`src/rtl/rrd_pkg.sv`:
```
`timescale 1ns / 1ps
// ----------------------------------------------------------------------------
// rrd_pkg
// Shared constants and types of the read response deframer.
// ----------------------------------------------------------------------------
package rrd_pkg;

    localparam int BYTE_W = 8;
    localparam int POS_W  = 9;

    localparam logic [BYTE_W-1:0] HDR_BYTE0 = 8'he0;
    localparam logic [BYTE_W-1:0] HDR_BYTE1 = 8'ha5;
    localparam logic [BYTE_W-1:0] HDR_BYTE2 = 8'h01;
    localparam logic [BYTE_W-1:0] XOR_SEED  = 8'hff;
    localparam logic [BYTE_W-1:0] HDR_LEN   = 8'd4;

    localparam logic ACTION_START = 1'b0;
    localparam logic ACTION_BYTE  = 1'b1;

    localparam logic [1:0] PH_IDLE   = 2'd0;
    localparam logic [1:0] PH_HEADER = 2'd1;
    localparam logic [1:0] PH_BODY   = 2'd2;
    localparam logic [1:0] PH_PAD    = 2'd3;

    localparam logic [1:0] ST_OK         = 2'd0;
    localparam logic [1:0] ST_BAD_HEADER = 2'd1;
    localparam logic [1:0] ST_CHECKSUM   = 2'd2;

    localparam logic [1:0] HDR_POS0 = 2'd0;
    localparam logic [1:0] HDR_POS1 = 2'd1;
    localparam logic [1:0] HDR_POS2 = 2'd2;

    typedef struct packed {
        logic              has_result;
        logic              is_status;
        logic [BYTE_W-1:0] payload_byte;
        logic [BYTE_W-1:0] payload_offset;
        logic [1:0]        status_code;
    } rrd_result_t;

endpackage

```
`src/rtl/read_response_deframer.sv`:
```
`timescale 1ns / 1ps
// ----------------------------------------------------------------------------
// read_response_deframer
// Byte stream parser for memory-read response frames.
//
// Input stream: tuser = 0 arms the parser with the payload length in
// tdata[7:0]; tuser = 1 delivers one frame byte in tdata[15:8]. A frame is
// e0 a5 01, length, payload, checksum, then pad bytes to a multiple of eight.
// Output stream: one transfer per payload byte (tuser = 0) with its offset,
// and one status transfer (tuser = 1, tlast = 1) at the checksum byte or on
// a header mismatch. Items that cause no result produce no transfer.
// Path: a result passes through the input register, then the result
// register. Throughput: one transfer per cycle on both sides while no held
// result blocks the next item; the parser takes one step per item.
// Reset: parser idle, checksum seed loaded, both registers empty.
// Stall: a held result blocks the next item only if that item also makes a
// result; tready then drops after one further item is buffered.
// ----------------------------------------------------------------------------
module read_response_deframer
(
    input  logic        clk,
    input  logic        rst_n,
    input  logic        s_axis_tvalid,
    output logic        s_axis_tready,
    input  logic [15:0] s_axis_tdata,   // expected_length[7:0], rx_byte[15:8]
    input  logic        s_axis_tuser,   // action[0]
    output logic        m_axis_tvalid,
    input  logic        m_axis_tready,
    output logic [23:0] m_axis_tdata,   // payload_byte[7:0], payload_offset[15:8],
                                        // status_code[17:16], zero[23:18]
    output logic        m_axis_tuser,   // is_status[0]
    output logic        m_axis_tlast
);
    import rrd_pkg::*;

    logic              in_valid_reg;
    logic              in_action_reg;
    logic [BYTE_W-1:0] in_len_reg;
    logic [BYTE_W-1:0] in_byte_reg;

    logic              out_valid_reg, out_valid_next;
    logic              out_status_reg;
    logic [BYTE_W-1:0] out_byte_reg;
    logic [BYTE_W-1:0] out_offset_reg;
    logic [1:0]        out_code_reg;

    rrd_result_t       res;
    logic              advance;

    assign advance = in_valid_reg && (!out_valid_reg || m_axis_tready || !res.has_result);
    assign s_axis_tready = !in_valid_reg || advance;

    rrd_parser u_parser
    (
        .clk             (clk),
        .rst_n           (rst_n),
        .step_en         (advance),
        .action          (in_action_reg),
        .expected_length (in_len_reg),
        .rx_byte         (in_byte_reg),
        .result          (res)
    );

    always_ff @(posedge clk or negedge rst_n)
    begin
        if (!rst_n)
            in_valid_reg <= 1'b0;
        else if (s_axis_tready)
            in_valid_reg <= s_axis_tvalid;
    end

    always_ff @(posedge clk)
    begin
        if (s_axis_tvalid && s_axis_tready)
        begin
            in_action_reg <= s_axis_tuser;
            in_len_reg    <= s_axis_tdata[7:0];
            in_byte_reg   <= s_axis_tdata[15:8];
        end
    end

    always_comb
    begin
        if (advance && res.has_result)
            out_valid_next = 1'b1;
        else if (m_axis_tready)
            out_valid_next = 1'b0;
        else
            out_valid_next = out_valid_reg;
    end

    always_ff @(posedge clk or negedge rst_n)
    begin
        if (!rst_n)
            out_valid_reg <= 1'b0;
        else
            out_valid_reg <= out_valid_next;
    end

    always_ff @(posedge clk)
    begin
        if (advance && res.has_result)
        begin
            out_status_reg <= res.is_status;
            out_byte_reg   <= res.payload_byte;
            out_offset_reg <= res.payload_offset;
            out_code_reg   <= res.status_code;
        end
    end

    assign m_axis_tvalid = out_valid_reg;
    assign m_axis_tdata  = {6'b0, out_code_reg, out_offset_reg, out_byte_reg};
    assign m_axis_tuser  = out_status_reg;
    assign m_axis_tlast  = out_status_reg;

    a_no_result_on_start: assert property (@(posedge clk) disable iff (!rst_n)
        advance && (in_action_reg == ACTION_START) |-> !res.has_result)
        else $error("start item produced a result");

    a_payload_code_zero: assert property (@(posedge clk) disable iff (!rst_n)
        m_axis_tvalid && !m_axis_tuser |-> m_axis_tdata[17:16] == ST_OK)
        else $error("payload transfer carries a status code");

    a_code_legal: assert property (@(posedge clk) disable iff (!rst_n)
        m_axis_tvalid |-> m_axis_tdata[17:16] != 2'd3)
        else $error("illegal status code");

    a_stall_only_when_full: assert property (@(posedge clk) disable iff (!rst_n)
        !s_axis_tready |-> in_valid_reg && out_valid_reg && !m_axis_tready)
        else $error("input stalled without a blocked result");

endmodule

```
`src/rtl/rrd_parser.sv`:
```
`timescale 1ns / 1ps
// ----------------------------------------------------------------------------
// rrd_parser
// Frame state, header check, payload tagging and checksum of one item.
// ----------------------------------------------------------------------------
module rrd_parser
(
    input  logic                       clk,
    input  logic                       rst_n,
    input  logic                       step_en,
    input  logic                       action,
    input  logic [rrd_pkg::BYTE_W-1:0] expected_length,
    input  logic [rrd_pkg::BYTE_W-1:0] rx_byte,
    output rrd_pkg::rrd_result_t       result
);
    import rrd_pkg::*;

    logic [1:0]        phase_reg, phase_next;
    logic [POS_W-1:0]  pos_reg, pos_next;
    logic [BYTE_W-1:0] want_reg, want_next;
    logic [BYTE_W-1:0] xor_reg, xor_next;

    logic [POS_W-1:0]  pos_inc;
    logic [POS_W-1:0]  body_end;
    logic [BYTE_W-1:0] xor_upd;
    logic [BYTE_W-1:0] expect_byte;

    assign pos_inc  = pos_reg + POS_W'(1);
    assign body_end = POS_W'(HDR_LEN) + POS_W'(want_reg);
    assign xor_upd  = xor_reg ^ rx_byte;

    always_comb
    begin
        case (pos_reg[1:0])
            HDR_POS0: expect_byte = HDR_BYTE0;
            HDR_POS1: expect_byte = HDR_BYTE1;
            HDR_POS2: expect_byte = HDR_BYTE2;
            default:  expect_byte = want_reg;
        endcase
    end

    always_comb
    begin
        phase_next = phase_reg;
        pos_next   = pos_reg;
        want_next  = want_reg;
        xor_next   = xor_reg;
        result     = '0;
        if (action == ACTION_START)
        begin
            phase_next = PH_HEADER;
            pos_next   = '0;
            want_next  = expected_length;
            xor_next   = XOR_SEED;
        end
        else
        begin
            unique case (phase_reg)
                PH_HEADER:
                begin
                    if (rx_byte != expect_byte)
                    begin
                        phase_next         = PH_IDLE;
                        pos_next           = '0;
                        result.has_result  = 1'b1;
                        result.is_status   = 1'b1;
                        result.status_code = ST_BAD_HEADER;
                    end
                    else
                    begin
                        if (pos_reg >= POS_W'(2))
                            xor_next = xor_upd;
                        pos_next = pos_inc;
                        if (pos_reg >= POS_W'(3))
                            phase_next = PH_BODY;
                    end
                end
                PH_BODY:
                begin
                    xor_next = xor_upd;
                    pos_next = pos_inc;
                    result.has_result = 1'b1;
                    if (pos_reg < body_end)
                    begin
                        result.payload_byte   = rx_byte;
                        result.payload_offset = pos_reg[BYTE_W-1:0] - HDR_LEN;
                    end
                    else
                    begin
                        result.is_status   = 1'b1;
                        result.status_code = (xor_upd == '0) ? ST_OK : ST_CHECKSUM;
                        if (pos_inc[2:0] == 3'd0)
                        begin
                            phase_next = PH_IDLE;
                            pos_next   = '0;
                        end
                        else
                        begin
                            phase_next = PH_PAD;
                        end
                    end
                end
                PH_PAD:
                begin
                    pos_next = pos_inc;
                    if (pos_inc[2:0] == 3'd0)
                    begin
                        phase_next = PH_IDLE;
                        pos_next   = '0;
                    end
                end
                default:
                begin
                    phase_next = phase_reg;
                end
            endcase
        end
    end

    always_ff @(posedge clk or negedge rst_n)
    begin
        if (!rst_n)
        begin
            phase_reg <= PH_IDLE;
            pos_reg   <= '0;
            want_reg  <= '0;
            xor_reg   <= XOR_SEED;
        end
        else if (step_en)
        begin
            phase_reg <= phase_next;
            pos_reg   <= pos_next;
            want_reg  <= want_next;
            xor_reg   <= xor_next;
        end
    end

endmodule

```
`config.mk`:
```
export PLATFORM = sky130hd
export DESIGN_NAME = read_response_deframer
export DESIGN_NICKNAME = d
export VERILOG_FILES = /design/src/rtl/rrd_pkg.sv /design/src/rtl/read_response_deframer.sv /design/src/rtl/rrd_parser.sv
export SDC_FILE = /design/constraint.sdc
export NUM_CORES = 1
export LEC_CHECK = 0
export BUFFER_PORTS_ARGS = -buffer_cell sky130_fd_sc_hd__buf_2
export CORE_MARGIN = 4
export CORE_UTILIZATION = 35
export DETAILED_ROUTE_END_ITERATION = 10
export SLEW_MARGIN = 20
export SYNTH_ARGS = -nofsm -noshare
export SYNTH_HDL_FRONTEND = slang
export SYNTH_SLANG_ARGS = --single-unit
```
`constraint.sdc`:
```
create_clock -name clk -period 8.6 [get_ports clk]
set_input_delay 0.43 -clock clk [delete_from_list [all_inputs] [get_ports clk]]
set_output_delay 0.43 -clock clk [all_outputs]
set_load 0.03 [all_outputs]
```
Word level (Yosys, flattened, before mapping):

Cells that the tools add are included.

* input bits: 21
* output and inout port bits: 28
* word-level logic and storage cells: 81
* register bits after elaboration: 65

* equality and inequality tests: 13
* reductions and logical operators: 18
* magnitude comparators: 3
* multiplexer cells: 29
* $add $sub $neg: 3
* bitwise operators: 2

Operators by type and width (count)
* two-way mux 9 bit: 4
* two-way mux 16 bit: 2
* one-hot mux 9 bit (3 select lines): 1
* two-way mux 8 bit: 3
* one-hot mux 8 bit (3 select lines): 1
* two-way mux 20 bit: 1
* >= comparator 9 x 2 -> 1 bit, second input constant: 2
* two-way mux 2 bit: 9
* one-hot mux 8 bit (2 select lines): 1
* adder 3 x 8 -> 9 bit, first input constant: 1
* adder 9 x 1 -> 9 bit, second input constant: 1
* < comparator 9 bit: 1
* zero test 8 bit: 1
* inequality test 8 bit: 1
* one-hot mux 2 bit (2 select lines): 2
* subtractor 8 x 3 -> 8 bit, second input constant: 1
* XOR 8 bit: 1
* == test 2 bit, second input constant: 3
* inequality test 3 x 2 -> 1 bit, second input constant: 2
* inequality test 3 bit, second input constant: 2
* one-hot mux 2 bit (3 select lines): 1
* AND reduction 5 bit: 1
* == test 2 x 1 -> 1 bit, second input constant: 2
* two-way mux 1 bit: 4
* other kinds (13): 20

Depth between registers and ports, before layout:

* depth in word-level cells: 11
* gate-level depth with buffers: 11
* mapped depth without buffers: 11

Cells and area by module:

From an unflattened synthesis, not the netlist that was laid out.

* cell total of the unflattened synthesis: 361
* area, all modules: 3813.7 sq um

By module, submodules not included
* rrd_parser: area each 2570.0 sq um, instances 1, cells an instance 307, sequential area each 685.7 sq um
* read_response_deframer: area each 1243.7 sq um, instances 1, cells an instance 54, sequential area each 1131.1 sq um

Least setup slack after synthesis:

OpenSTA, ideal clock, no wires.

* path type: register -> register
* start point: register u_parser.pos_reg[1]
* end point: register in_action_reg, enable pin
* data arrival time: 2.693 ns
* clock period less this slack: 3.068 ns
* library setup time: 0.375 ns
* buffers on the path: 1
* slack: 5.532 ns
* required time: 8.225 ns
* cell stages (with the launch flop): 10
* cells stage by stage: dfrtp_1 ha_1 buf_6 or3_1 o31a_1 a2111o_2 nor2_4 o21ai_1 nand3_1 and2_1

* longest elaborated chain between the ends: 11
* elaborated cells between the ends (all ways): 13
* those cells by class: eq/ne: 3; mux: 4; reduce/logical: 6

RTL lines
* start: declaration: RTL line rrd_parser.sv:19 `logic [POS_W-1:0] pos_reg, pos_next;`
* start signal: assignment: RTL line rrd_parser.sv:132 `pos_reg <= pos_next;`
* == test 2 bit (tied with other cells): RTL line rrd_parser.sv:34 `case (pos_reg[1:0])`
* one-hot mux 8 bit (3 select lines) *: RTL line rrd_parser.sv:34
* inequality test 8 bit *: RTL line rrd_parser.sv:61 `if (rx_byte != expect_byte)`
* two-way mux 2 bit *: RTL line rrd_parser.sv:61
* one-hot mux 2 bit (2 select lines) *: RTL line rrd_parser.sv:58 `unique case (phase_reg)`
* two-way mux 20 bit *: RTL line rrd_parser.sv:49 `if (action == ACTION_START)`
* zero test 1 bit *: RTL line read_response_deframer.sv:50 `assign advance = in_valid_reg && (!out_valid_reg || m_axis_tready || !res.has_result);`
* logical OR 1 bit *: RTL line read_response_deframer.sv:50
* logical AND 1 bit *: RTL line read_response_deframer.sv:50
* logical OR 1 bit *: RTL line read_response_deframer.sv:51 `assign s_axis_tready = !in_valid_reg || advance;`
* net s_axis_tready: RTL line read_response_deframer.sv:24 `output logic s_axis_tready,`
* logical AND 1 bit *: RTL line read_response_deframer.sv:74 `if (s_axis_tvalid && s_axis_tready)`
* end signal: assignment: RTL line read_response_deframer.sv:76 `in_action_reg <= s_axis_tuser;`
* end: declaration: RTL line read_response_deframer.sv:37 `logic in_action_reg;`

The timed path passes the listed nets; every way through them passes the cells marked *.
A chain may end at the register's enable or synchronous reset.

Final worst setup path:

* start point: register u_parser.pos_reg[1]
* end point: register in_byte_reg[6], enable pin

* longest elaborated chain between the ends: 11
* elaborated cells between the ends (all ways): 13
* those cells by class: eq/ne: 3; mux: 4; reduce/logical: 6

RTL lines
* == test 2 bit (tied with other cells): RTL line rrd_parser.sv:34
* one-hot mux 8 bit (3 select lines) *: RTL line rrd_parser.sv:34
* inequality test 8 bit *: RTL line rrd_parser.sv:61
* two-way mux 2 bit *: RTL line rrd_parser.sv:61
* one-hot mux 2 bit (2 select lines) *: RTL line rrd_parser.sv:58
* two-way mux 20 bit *: RTL line rrd_parser.sv:49
* zero test 1 bit *: RTL line read_response_deframer.sv:50
* logical OR 1 bit *: RTL line read_response_deframer.sv:50
* logical AND 1 bit *: RTL line read_response_deframer.sv:50
* logical OR 1 bit *: RTL line read_response_deframer.sv:51
* logical AND 1 bit *: RTL line read_response_deframer.sv:74
* end signal: assignment: RTL line read_response_deframer.sv:78 `in_byte_reg <= s_axis_tdata[15:8];`
* end: declaration: RTL line read_response_deframer.sv:39 `logic [BYTE_W-1:0] in_byte_reg;`

Mark *: on every way between the ends. The rest lies on a longest branch, timed or not.

==> impl_metrics.py <==
metrics = {
    "run_status": {
        "status": "complete, no violations",
    },
    "critical_path": {
        "end_kind": "flop",
        "timing.rr.end": "in_byte_reg[6]",
        "worstSetupPathType": "reg -> reg",
        "cp-start-kind": "flop",
        "cp_data_required_time_ps": 8580,
        "path_max_fanout": 17,
        "arrival_ps": 3470,
        "r2r_start": "u_parser.pos_reg[1]",
        "r2r_cells": 8,
        "r2r_slack_ps": 5110,
    },
    "route": {
        "via_per_inst": 5.02,
        "drcViolationCount": 0,
        "wl_mm": 7.50,
        "wl_per_cell_um": 15.1,
        "num_vias": 2485,
        "drtIter0Drc": 151,
        "drtPass1Iterations": 4,
        "postRouteAntennaNets": 0,
    },
    "logic_synthesis": {
        "netlist_top_cells_area": "edfxtp_1, dfrtp_1, ha_1",
        "async_flop_share_pct": 44.6,
        "synthFlopType": "edfxtp_1",
        "ys_top_cells_by_count": "edfxtp_1, nor2_1, dfrtp_1, ha_1, nand2_1",
        "synth_area_per_cell_um2": 11.4,
        "yosysTopAreaCellShare_pct": 30.3,
        "syn-cell-area_mm2": 0.00357,
        "yosys_warnings": 0,
        "synth_cell_types": 64,
        "synth_edf_count": 36,
        "ys_ff_latch": 65,
        "yosysMostFrequentCell": "edfxtp_1",
        "synthCells": 313,
        "yosysSeqAreaShare_pct": 50.9,
        "yosysTopAreaCell": "edfxtp_1",
    },
    "clocking": {
        "ctsHoldBuffers": 0,
        "clk_pin_slew_ps": 80,
        "cts_htree_levels": 3,
        "post-cts-setup-buffers": 0,
        "clock_sinks": 65,
        "cts_resized": 0,
        "clk_latency_ps": 350,
        "cts-root-buf": "clkbuf_8",
        "cts_tree": "done",
        "cts_buffer_depth": 2,
        "cts_buffers": 9,
    },
    "timing": {
        "period_share_pct": 40.6,
        "rsz0062_at_grt": "false",
        "tightest_slew_ps": 847,
        "slew_headroom_pct": 43.4,
        "hold_viol": 0,
        "fin_setup_tns_ps": 0,
        "hold_ws_ps": 128,
        "drv_slew": 0,
        "finalSetupViolations": 0,
        "period_needed_ps": 3490,
        "fmax_ghz": 0.287,
        "finalWorstSetupSlack_ps": 5110,
        "worst_clock_skew_ps": 8.53,
    },
    "worst_hold_path": {
        "min-delay-path-class": "in -> async",
    },
    "cells_and_area": {
        "largest_reg_flops": 9,
        "register_area_mm2": 0.00182,
        "final_nets": 399,
        "area_delta_synth_final_pct": 13.7,
        "multi_input_area_mm2": 0.00159,
        "drive_gt1_share_pct": 26.0,
        "fillers": 939,
        "fin_util_pct": 41.1,
        "diodes": 0,
    },
    "global_routing": {
        "antenna_found_initial": 0,
        "met2_usage_pct": 19.8,
        "grt-ovfl-total": 0,
        "use_met3_pct": 3.26,
        "grt_pass1_wl_mm": 12.1,
        "grt_pass1_vias": 2346,
        "grt_max_degree": 30,
        "top_usage_layer": "met2",
        "track_usage_pct": 13.3,
        "grtUsageMet1_pct": 18.6,
    },
    "die": {
        "die_h_um": 109,
        "coreArea_mm2": 0.00986,
        "start_util_pct": 36.2,
        "die_w_um": 109,
        "num_io_pins": 49,
        "fp-row-count": 36,
        "dieArea_mm2": 0.0119,
    },
    "pwr": {
        "leakagePower_nw": 1.73,
        "ir_drop_uv": 71.0,
        "power.density_mw_per_mm2": 180,
    },
    "placed_design": {
        "place_congestion": 0.809,
        "place_ws_ps": 5130,
        "io_buffers": 42,
        "dp_hpwl_mm": 5.48,
    },
    "flow_run": {
        "max_cap_violations": 0,
    },
}
-- how the worst max path moves through the flow --
stage | startpoint | end | cells past startpoint
floorplan | u_parser.pos_reg[1] | in_action_reg | 9
detailed placement | u_parser.pos_reg[1] | in_len_reg[0] | 8
global route | u_parser.pos_reg[1] | in_byte_reg[6] | 8
CTS | u_parser.pos_reg[1] | in_byte_reg[6] | 8
finish | u_parser.pos_reg[1] | in_byte_reg[6] | 8
global placement | u_parser.pos_reg[1] | in_len_reg[2] | 8
-- cell type report --
type / instances / area share, %
Clock buffer: 9 / 3.05
Tap cell: 133 / 4.10
Multi-Input combinational cell: 218 / 39.1
Clock inverter: 7 / 1.70
Sequential cell: 65 / 44.8
Inverter: 20 / 1.85
Timing Repair Buffer: 43 / 5.37
-- metal layers --
layer	vias to the layer above	part of all wire, %
met3	13	5.8
met4	0	1.7
met2	83	45
met5	-	0
li1	1206	-
met1	1183	48
-- where the power goes --
part / total, W / switching (W) / internal, W / leakage, nW
sequential: 0.000379 / 0.0000220 / 0.000357 / 0.685
clock: 0.000261 / 0.000127 / 0.000134 / 0.0991
combinational: 0.0000903 / 0.0000533 / 0.0000371 / 0.950
total: 0.000730 / 0.000202 / 0.000528 / 1.73
-- critical path, cell delays in order (launching register included) --
cell     delay, ps
dfrtp_1        500
ha_1           540
mux2i_1        410
xnor2_2         80
a311o_1        420
nor2_4         230
o21ai_1        110
nand3_1        170
and2_1         650
-- cells by family (layout without fill, tap and decap cells) --
kind of cell    Yosys count  in the layout  synth area share [%]
mux                      14             14                  4.28
fa+ha+maj                21             21                  7.37
other cells               1              6                 0.105
simple gates            103            103                  15.1
flops                    65             65                  50.9
buf+inv                  35             79                  5.09
compound gates           55             55                  12.3
xor+xnor                 19             19                  4.88
-- per-stage QoR --
stage,cell area (µm²),instances,power (W)
after global placement,3860,479,0.000472
after floorplan,3590,318,0.000450
after CTS,4060,495,0.000740
after detailed placement,3860,479,0.000475
after global routing,4060,495,0.000766
final,4060,495,0.000730
-- cell usage in the layout (no fill, tap or decap), drive strengths merged, types with 4 or more instances in the layout --
cell type  count
buf           43
edfxtp        36
nor2          31
inv           22
nand2         21
ha            21
dfrtp         21
nand3         15
a21oi         14
xor2          12
mux2          10
clkbuf         9
o22a           8
dfstp          8
and3           8
xnor2          7
conb           6
o21ai          6
nor2b          5
nand2b         5
a221o          5
mux2i          4
or2            4
clkinv         4
Power figures use the tool's default switching activity.
